[config.mk]
export PLATFORM = sky130hd
export DESIGN_NAME = ipv4_header_parser
export DESIGN_NICKNAME = d
export VERILOG_FILES = /design/src/sv/iphp_pkg.sv /design/src/sv/iphp_front.sv /design/src/sv/iphp_queue.sv /design/src/sv/iphp_back.sv /design/src/sv/ipv4_header_parser.sv
export SDC_FILE = /design/constraint.sdc
export NUM_CORES = 1
export LEC_CHECK = 0
export BUFFER_PORTS_ARGS = -buffer_cell sky130_fd_sc_hd__buf_2
export CORE_MARGIN = 4
export CORE_UTILIZATION = 63
export CTS_CLUSTER_DIAMETER = 40
export DETAILED_ROUTE_END_ITERATION = 10
export PLACE_DENSITY = 0.8
export SYNTH_ARGS = -nofsm -noshare
export SYNTH_HDL_FRONTEND = slang
export SYNTH_SLANG_ARGS = --single-unit
[constraint.sdc]
create_clock -name i_clk -period 24.6 [get_ports i_clk]
set_input_delay 4.92 -clock i_clk [delete_from_list [all_inputs] [get_ports i_clk]]
set_output_delay 4.92 -clock i_clk [all_outputs]
set_load 0.05 [all_outputs]
[src/sv/iphp_pkg.sv]
// ----------------------------------------------------------------------------
// IPv4 header parser package
// Shared constants, record types and the protocol classification function.
// ----------------------------------------------------------------------------
package iphp_pkg;

    localparam int HDR_MIN_BYTES = 20;
    localparam int POS_W         = 6;
    localparam int QUEUE_DEPTH   = 2;
    localparam int QPTR_W        = (QUEUE_DEPTH > 1) ? $clog2(QUEUE_DEPTH) : 1;
    localparam int QCNT_W        = $clog2(QUEUE_DEPTH + 1);

    localparam logic [POS_W-1:0] POS_LAST      = '1;
    localparam logic [7:0]       OPT_MIN_LEN   = 8'd2;
    localparam logic [4:0]       OPT_MIN_NUM   = 5'd2;
    localparam logic [3:0]       VERSION_IPV4  = 4'd4;

    localparam logic [7:0] PROTO_ICMP = 8'd1;
    localparam logic [7:0] PROTO_IGMP = 8'd2;
    localparam logic [7:0] PROTO_TCP  = 8'd6;
    localparam logic [7:0] PROTO_UDP  = 8'd17;

    typedef enum logic [2:0] {
        PK_ICMP,
        PK_IGMP,
        PK_TCP,
        PK_UDP,
        PK_OTHER
    } t_proto_kind;

    typedef logic [HDR_MIN_BYTES-1:0][7:0] t_hdr_bytes;

    typedef struct packed {
        t_hdr_bytes         hdr;
        logic [POS_W-1:0]   opt_count;
    } t_hdr_rec;

    typedef struct packed {
        logic     valid;
        t_hdr_rec rec;
    } t_push;

    typedef struct packed {
        logic [3:0]  version;
        logic [5:0]  header_bytes;
        logic [7:0]  service_type;
        logic [15:0] datagram_length;
        logic [15:0] packet_ident;
        logic [2:0]  frag_flags;
        logic [12:0] fragment_offset;
        logic [7:0]  time_to_live;
        logic [2:0]  protocol_kind;
        logic [31:0] source_address;
        logic [31:0] destination_address;
        logic [5:0]  option_count;
    } t_result;

    function automatic t_proto_kind proto_class(input logic [7:0] p);
        t_proto_kind k;
        unique case (p)
            PROTO_ICMP: k = PK_ICMP;
            PROTO_IGMP: k = PK_IGMP;
            PROTO_TCP:  k = PK_TCP;
            PROTO_UDP:  k = PK_UDP;
            default:    k = PK_OTHER;
        endcase
        return k;
    endfunction

endpackage

[src/sv/iphp_front.sv]
// ----------------------------------------------------------------------------
// IPv4 header parser front end
// Accepts header bytes, stores the fixed header and walks the options.
// ----------------------------------------------------------------------------
module iphp_front (
    input  logic                 i_clk,
    input  logic                 i_rst_n,
    input  logic                 i_valid,
    input  logic [7:0]           i_data_byte,
    input  logic                 i_start_of_packet,
    input  logic                 i_space,
    output logic                 o_ready,
    output iphp_pkg::t_push      o_push
);

    localparam logic [iphp_pkg::POS_W-1:0] HDR_MIN =
        iphp_pkg::POS_W'(iphp_pkg::HDR_MIN_BYTES);

    logic [iphp_pkg::POS_W-1:0] r_pos, n_pos;
    logic [iphp_pkg::POS_W-1:0] r_next_opt, n_next_opt;
    logic [iphp_pkg::POS_W-1:0] r_opt_start, n_opt_start;
    logic                       r_await_len, n_await_len;
    logic                       r_opt_stop, n_opt_stop;
    logic [iphp_pkg::POS_W-1:0] r_opt_cnt, n_opt_cnt;
    logic                       r_done, n_done;
    iphp_pkg::t_hdr_bytes       r_hdr, n_hdr;
    logic                       accept;
    logic                       emit;

    assign o_ready = i_space;
    assign accept  = i_valid && i_space;

    always_comb begin
        logic [iphp_pkg::POS_W-1:0] pos;
        logic [iphp_pkg::POS_W-1:0] end_len;
        logic [iphp_pkg::POS_W+2:0] sum;
        n_pos       = r_pos;
        n_next_opt  = r_next_opt;
        n_opt_start = r_opt_start;
        n_await_len = r_await_len;
        n_opt_stop  = r_opt_stop;
        n_opt_cnt   = r_opt_cnt;
        n_done      = r_done;
        n_hdr       = r_hdr;
        emit        = 1'b0;
        pos         = '0;
        end_len     = '0;
        sum         = '0;
        if (accept && (i_start_of_packet || !r_done)) begin
            if (i_start_of_packet) begin
                n_pos       = '0;
                n_next_opt  = HDR_MIN;
                n_opt_start = '0;
                n_await_len = 1'b0;
                n_opt_stop  = 1'b0;
                n_opt_cnt   = '0;
                n_done      = 1'b0;
            end
            pos = n_pos;
            if (pos < HDR_MIN) begin
                n_hdr[pos[4:0]] = i_data_byte;
            end else if (!n_opt_stop) begin
                if (n_await_len) begin
                    n_await_len = 1'b0;
                    if (i_data_byte < iphp_pkg::OPT_MIN_LEN) begin
                        n_opt_stop = 1'b1;
                    end else begin
                        sum = {3'b000, n_opt_start} + {1'b0, i_data_byte};
                        n_next_opt = (sum > {3'b000, iphp_pkg::POS_LAST}) ?
                                     iphp_pkg::POS_LAST : sum[iphp_pkg::POS_W-1:0];
                    end
                end else if (pos == n_next_opt) begin
                    if (i_data_byte == 8'd0) begin
                        n_opt_stop = 1'b1;
                    end else begin
                        if (n_opt_cnt != iphp_pkg::POS_LAST) begin
                            n_opt_cnt = n_opt_cnt + 1'b1;
                        end
                        if (i_data_byte[4:0] < iphp_pkg::OPT_MIN_NUM) begin
                            n_next_opt = pos + 1'b1;
                        end else begin
                            n_await_len = 1'b1;
                            n_opt_start = pos;
                        end
                    end
                end
            end
            end_len = {n_hdr[0][3:0], 2'b00};
            if (end_len < HDR_MIN) begin
                end_len = HDR_MIN;
            end
            if (({1'b0, pos} + 1'b1) < {1'b0, end_len}) begin
                n_pos = pos + 1'b1;
            end else begin
                n_done = 1'b1;
                emit   = 1'b1;
            end
        end
    end

    always_ff @(posedge i_clk) begin
        if (!i_rst_n) begin
            r_pos       <= '0;
            r_next_opt  <= HDR_MIN;
            r_opt_start <= '0;
            r_await_len <= 1'b0;
            r_opt_stop  <= 1'b0;
            r_opt_cnt   <= '0;
            r_done      <= 1'b1;
        end else begin
            r_pos       <= n_pos;
            r_next_opt  <= n_next_opt;
            r_opt_start <= n_opt_start;
            r_await_len <= n_await_len;
            r_opt_stop  <= n_opt_stop;
            r_opt_cnt   <= n_opt_cnt;
            r_done      <= n_done;
        end
    end

    always_ff @(posedge i_clk) begin
        r_hdr <= n_hdr;
    end

    assign o_push.valid         = emit;
    assign o_push.rec.hdr       = n_hdr;
    assign o_push.rec.opt_count = n_opt_cnt;

endmodule

[src/sv/iphp_queue.sv]
// ----------------------------------------------------------------------------
// IPv4 header parser queue
// Short queue of finished header records between the front and back ends.
// ----------------------------------------------------------------------------
module iphp_queue (
    input  logic                i_clk,
    input  logic                i_rst_n,
    input  iphp_pkg::t_push     i_push,
    input  logic                i_pop,
    output logic                o_space,
    output logic                o_valid,
    output iphp_pkg::t_hdr_rec  o_rec
);

    localparam logic [iphp_pkg::QCNT_W-1:0] DEPTH =
        iphp_pkg::QCNT_W'(iphp_pkg::QUEUE_DEPTH);
    localparam logic [iphp_pkg::QPTR_W-1:0] PTR_LAST =
        iphp_pkg::QPTR_W'(iphp_pkg::QUEUE_DEPTH - 1);

    iphp_pkg::t_hdr_rec          r_mem [iphp_pkg::QUEUE_DEPTH];
    logic [iphp_pkg::QPTR_W-1:0] r_wr_ptr;
    logic [iphp_pkg::QPTR_W-1:0] r_rd_ptr;
    logic [iphp_pkg::QCNT_W-1:0] r_count;
    logic                        push;
    logic                        pop;

    assign o_space = (r_count < DEPTH);
    assign o_valid = (r_count != '0);
    assign o_rec   = r_mem[r_rd_ptr];
    assign push    = i_push.valid;
    assign pop     = i_pop && o_valid;

    always_ff @(posedge i_clk) begin
        if (!i_rst_n) begin
            r_wr_ptr <= '0;
            r_rd_ptr <= '0;
            r_count  <= '0;
        end else begin
            if (push) begin
                r_wr_ptr <= (r_wr_ptr == PTR_LAST) ? '0 : r_wr_ptr + 1'b1;
            end
            if (pop) begin
                r_rd_ptr <= (r_rd_ptr == PTR_LAST) ? '0 : r_rd_ptr + 1'b1;
            end
            if (push && !pop) begin
                r_count <= r_count + 1'b1;
            end else if (!push && pop) begin
                r_count <= r_count - 1'b1;
            end
        end
    end

    always_ff @(posedge i_clk) begin
        if (push) begin
            r_mem[r_wr_ptr] <= i_push.rec;
        end
    end

    a_no_overflow: assert property (@(posedge i_clk) disable iff (!i_rst_n)
        push |-> (r_count < DEPTH))
        else $error("record pushed into a full queue");

    a_count_up: assert property (@(posedge i_clk) disable iff (!i_rst_n)
        (push && !pop) |=> (r_count == $past(r_count) + 1'b1))
        else $error("queue count did not rise on push");

    a_count_down: assert property (@(posedge i_clk) disable iff (!i_rst_n)
        (!push && pop) |=> (r_count == $past(r_count) - 1'b1))
        else $error("queue count did not fall on pop");

    a_count_hold: assert property (@(posedge i_clk) disable iff (!i_rst_n)
        (push && pop) |=> $stable(r_count))
        else $error("queue count changed on push with pop");

endmodule

[src/sv/iphp_back.sv]
// ----------------------------------------------------------------------------
// IPv4 header parser back end
// Unpacks queued header records into the registered result port.
// ----------------------------------------------------------------------------
module iphp_back (
    input  logic                i_clk,
    input  logic                i_rst_n,
    input  logic                i_q_valid,
    input  iphp_pkg::t_hdr_rec  i_q_rec,
    output logic                o_pop,
    input  logic                i_ready,
    output logic                o_valid,
    output iphp_pkg::t_result   o_result
);

    logic               r_valid;
    iphp_pkg::t_result  r_result;
    iphp_pkg::t_result  n_result;
    logic               take;

    assign take  = i_q_valid && (!r_valid || i_ready);
    assign o_pop = take;

    always_comb begin
        iphp_pkg::t_hdr_bytes h;
        logic                 is_v4;
        h     = i_q_rec.hdr;
        is_v4 = (h[0][7:4] == iphp_pkg::VERSION_IPV4);
        n_result.version             = h[0][7:4];
        n_result.header_bytes        = {h[0][3:0], 2'b00};
        n_result.service_type        = h[1];
        n_result.datagram_length     = {h[2], h[3]};
        n_result.packet_ident        = {h[4], h[5]};
        n_result.frag_flags          = h[6][7:5];
        n_result.fragment_offset     = {h[6][4:0], h[7]};
        n_result.time_to_live        = h[8];
        n_result.protocol_kind       = iphp_pkg::proto_class(h[9]);
        n_result.source_address      = is_v4 ? {h[12], h[13], h[14], h[15]} : '0;
        n_result.destination_address = is_v4 ? {h[16], h[17], h[18], h[19]} : '0;
        n_result.option_count        = i_q_rec.opt_count;
    end

    always_ff @(posedge i_clk) begin
        if (!i_rst_n) begin
            r_valid <= 1'b0;
        end else if (take) begin
            r_valid <= 1'b1;
        end else if (i_ready) begin
            r_valid <= 1'b0;
        end
    end

    always_ff @(posedge i_clk) begin
        if (take) begin
            r_result <= n_result;
        end
    end

    assign o_valid  = r_valid;
    assign o_result = r_result;

endmodule

[src/sv/ipv4_header_parser.sv]
// ----------------------------------------------------------------------------
// IPv4 header parser
// Streams header bytes in, walks the options and reports the unpacked header.
// ----------------------------------------------------------------------------
// Throughput is one header byte per cycle; input stalls only when the
// two-entry record queue is full.
// After the last header byte is accepted, the record passes through the
// record queue and then the output register before the result is valid.
// Reset clears all control state; the parser then ignores bytes until a
// byte marked as start of packet arrives.
module ipv4_header_parser (
    input  logic        i_clk,
    input  logic        i_rst_n,
    input  logic        i_valid,
    output logic        o_ready,
    input  logic [7:0]  i_data_byte,
    input  logic        i_start_of_packet,
    output logic        o_valid,
    input  logic        i_ready,
    output logic [3:0]  o_version,
    output logic [5:0]  o_header_bytes,
    output logic [7:0]  o_service_type,
    output logic [15:0] o_datagram_length,
    output logic [15:0] o_packet_ident,
    output logic [2:0]  o_frag_flags,
    output logic [12:0] o_fragment_offset,
    output logic [7:0]  o_time_to_live,
    output logic [2:0]  o_protocol_kind,
    output logic [31:0] o_source_address,
    output logic [31:0] o_destination_address,
    output logic [5:0]  o_option_count
);

    iphp_pkg::t_push     push;
    logic                q_space;
    logic                q_valid;
    iphp_pkg::t_hdr_rec  q_rec;
    logic                q_pop;
    iphp_pkg::t_result   result;

    iphp_front u_front (
        .i_clk             (i_clk),
        .i_rst_n           (i_rst_n),
        .i_valid           (i_valid),
        .i_data_byte       (i_data_byte),
        .i_start_of_packet (i_start_of_packet),
        .i_space           (q_space),
        .o_ready           (o_ready),
        .o_push            (push)
    );

    iphp_queue u_queue (
        .i_clk   (i_clk),
        .i_rst_n (i_rst_n),
        .i_push  (push),
        .i_pop   (q_pop),
        .o_space (q_space),
        .o_valid (q_valid),
        .o_rec   (q_rec)
    );

    iphp_back u_back (
        .i_clk     (i_clk),
        .i_rst_n   (i_rst_n),
        .i_q_valid (q_valid),
        .i_q_rec   (q_rec),
        .o_pop     (q_pop),
        .i_ready   (i_ready),
        .o_valid   (o_valid),
        .o_result  (result)
    );

    assign o_version             = result.version;
    assign o_header_bytes        = result.header_bytes;
    assign o_service_type        = result.service_type;
    assign o_datagram_length     = result.datagram_length;
    assign o_packet_ident        = result.packet_ident;
    assign o_frag_flags          = result.frag_flags;
    assign o_fragment_offset     = result.fragment_offset;
    assign o_time_to_live        = result.time_to_live;
    assign o_protocol_kind       = result.protocol_kind;
    assign o_source_address      = result.source_address;
    assign o_destination_address = result.destination_address;
    assign o_option_count        = result.option_count;

endmodule
==> metrics <==
outcome finished clean; Post-synth ARST share 0%; HPWL after DPL approximately 26 mm; CP cell instances buf_2, inv_1, nand2_1, inv_1, ha_1, nand3_1, xor2_1, nor2_1, ha_1, nand3_1, nor2_1, or2_1, and3_4, buf_4; post-DR wirelength/cell about 22 um; Core ar. 35600 sq um; Max transition margin ~23%; routability-driven placement congestion ratio ~0.91; Hold Path Class reg2reg; RSZ-0062 raised after global routing no; worst path required time between 20 and 25 ns; top_reg_cell synth edfxtp_1; synth warn 0; share of cells above drive strength 1 32.9%; sequential area share after synthesis approximately 74%; Static Leak roughly 9.5 nW; peak supply drop 0.191 mV; largest cells by area after synthesis edfxtp_1, dfxtp_1, mux2_2, mux2i_1, nor2_1; fin crit share about two fifths; # clock sinks roughly 620; worst stage delay on the critical path ~0.97 ns; Achievable Freq between 0.1 and 0.15 GHz; DRC Markers 0; total CTS buffers 68; post-route ant nets 0; Die Wd around 200 um; Worst path slowest cell buf_4; Initial Util roughly 64%; buffer depth of the longest clock path 3; Yosys reg bits approximately 620; post-synth top area cell edfxtp_1; vias in the first global route 12100; post-CTS setup buffer count 0; first-pass GRT wire length 68.3 mm; Final Skew 0.0193 ns; worst-path fanout max 83; CTS Root Buffer Type clkbuf_16; I/O Buffers ~160; top cell type's share of synthesized area 58.7%; Slew @ Worst Pin around 1.2 ns; ant diodes 0; post-cts repair resize count 0; Post-Syn Area per Cell around 17 sq um; Placed Instances around 1900; pins over their slew limit 0; Post-synth top cells edfxtp_1, mux2_2, dfxtp_1; minimum clock period between 9 and 10 ns; die area 39200 sq um; H-tree levels 3; Sum Neg Setup Slack 0 ns; final setup violating endpoints 0; pin count of the biggest net entering global routing 147; initial antenna violation count 0; total wire length roughly 45 mm; clock latency on the worst-skew pair 0.57 ns; # hold bufs at CTS 0; non-filler cells, final slightly above 2000; setup ws final roughly 15 ns; DR vias/cell between 5 and 6; crit-path leading delay family simple AND/OR/NAND/NOR gates; post-synthesis cell area around 23000 sq um; Detailed Routing Iterations Pass 1 5; 1st-iter DRT viols 927; CTS tree yes; Via Count approximately 12000; Tot Pwr about 3.1 mW; critical path buffer and inverter count 4; Arr. time, crit path 9.99 ns; PwrDens 119 nW/um^2; CTS clock-pin slew for the worst setup and hold paths about 0.050 ns; grt ovf 0; gr usage total a little under a quarter; count leader, synth edfxtp_1; total of max-cap violations 0; nets@finish 1566; Worst setup EP type flip-flop; Core Rows 69; fillers between 2000 and 2500; Hold WS roughly 0.46 ns; Netlist cell types between 70 and 80; Startpoint Class input pin; area delta synth->final 14.8%; Cells after Synth approximately 1400; die height approximately 200 um; Worst Setup Path Type in2reg; worst slack at placement around 14 ns; EDFF count, synth around 450; I/O pin count roughly 160; final hold viol count 0
stage by stage:
stage | utilization [%] | area (sq um)
3_5_place_dp | 67.3 | 23900
6_report | 73.4 | 26100
2_1_floorplan | - | 22800
4_1_cts | 73.4 | 26100
5_1_grt | 73.4 | 26100
3_3_place_gp | 67.3 | 23900
power by group:
| part | internal (mW) | total (mW) | switching [mW] |
|---|---|---|---|
| Sequential | 1.30 | 1.35 | 0.0483 |
| Combinational | 0.162 | 0.769 | 0.606 |
| Clock | 0.588 | 0.984 | 0.396 |
| Total | 2.05 | 3.10 | 1.05 |
final cells by class:
type | count | area [sq um] | share of cell area, %
multi-input combinational | 664 | 5520 | 21.1
inverter | 13 | 48.8 | 0.187
tap | 461 | 577 | 2.21
clock buffer | 91 | 1890 | 7.24
sequential | 622 | 16900 | 64.7
timing repair buffer | 168 | 876 | 3.35
clock inverter | 31 | 298 | 1.14
final timing paths:
check,start,end,slack [ns],cells past startpoint
worst min register to register,u_front.r_opt_start[0],u_front.r_opt_start[0],0.46,1
worst min-delay path,u_front.r_opt_start[0],u_front.r_opt_start[0],0.46,1
worst max-delay path,i_start_of_packet,u_queue.r_mem[1][2],14.78,14
worst max register to register,u_front.r_pos[0],u_queue.r_mem[1][2],19.15,12
metal layers:
| layer | global-route usage [%] | vias up | wire length, um |
|---|---|---|---|
| li1 | - | 5477 | - |
| met1 | 31.0 | 6031 | 19000 |
| met2 | 37.0 | 306 | 21900 |
| met3 | 3.98 | 92 | 2110 |
| met4 | 8.80 | 0 | 1470 |
| met5 | 0 | - | 0 |
cells by family (layout without fill, tap and decap cells):
| logic type | after synthesis | in the layout | share of synthesized area (%) |
|---|---|---|---|
| flops | 622 | 622 | 74.3 |
| mux | 296 | 296 | 14.3 |
| simple gates | 241 | 241 | 5.35 |
| compound gates | 92 | 92 | 2.98 |
| buf+inv | 81 | 303 | 1.50 |
| xor+xnor | 17 | 17 | 0.655 |
| fa+ha+maj | 16 | 16 | 0.913 |
| other cells | 1 | 2 | 0.0165 |
registers in the layout, indices dropped and copies added (netlist names), 2 cells and up, named ones only:
name,cells
u_queue.r_count,2
u_front.r_opt_cnt,6
u_front.r_next_opt,6
u_front.r_opt_start,6
u_front.r_hdr,144
u_back.o_result,145
u_queue.r_mem,300
u_front.r_pos,6
cells in the final DEF (no fill, tap or decap), types with 5 or more instances in the layout:
master / n
inv_1: 13
dfxtp_1: 176
ha_1: 15
clkinv_1: 6
nand2b_1: 6
nand2_1: 32
a21oi_1: 18
nor2_2: 8
clkinv_2: 9
clkbuf_1: 16
xor2_1: 10
edfxtp_1: 445
o21ai_0: 11
and3_1: 7
o211ai_1: 8
nand3_1: 17
buf_4: 8
nor4_1: 11
mux2_2: 225
nor3_1: 12
o221ai_1: 5
inv_6: 6
nor2b_1: 11
and2_1: 5
xnor2_1: 7
o21a_1: 6
mux2i_1: 71
clkbuf_16: 71
buf_2: 159
nor2_1: 104
No activity file was read; power rests on OpenSTA's default activity.
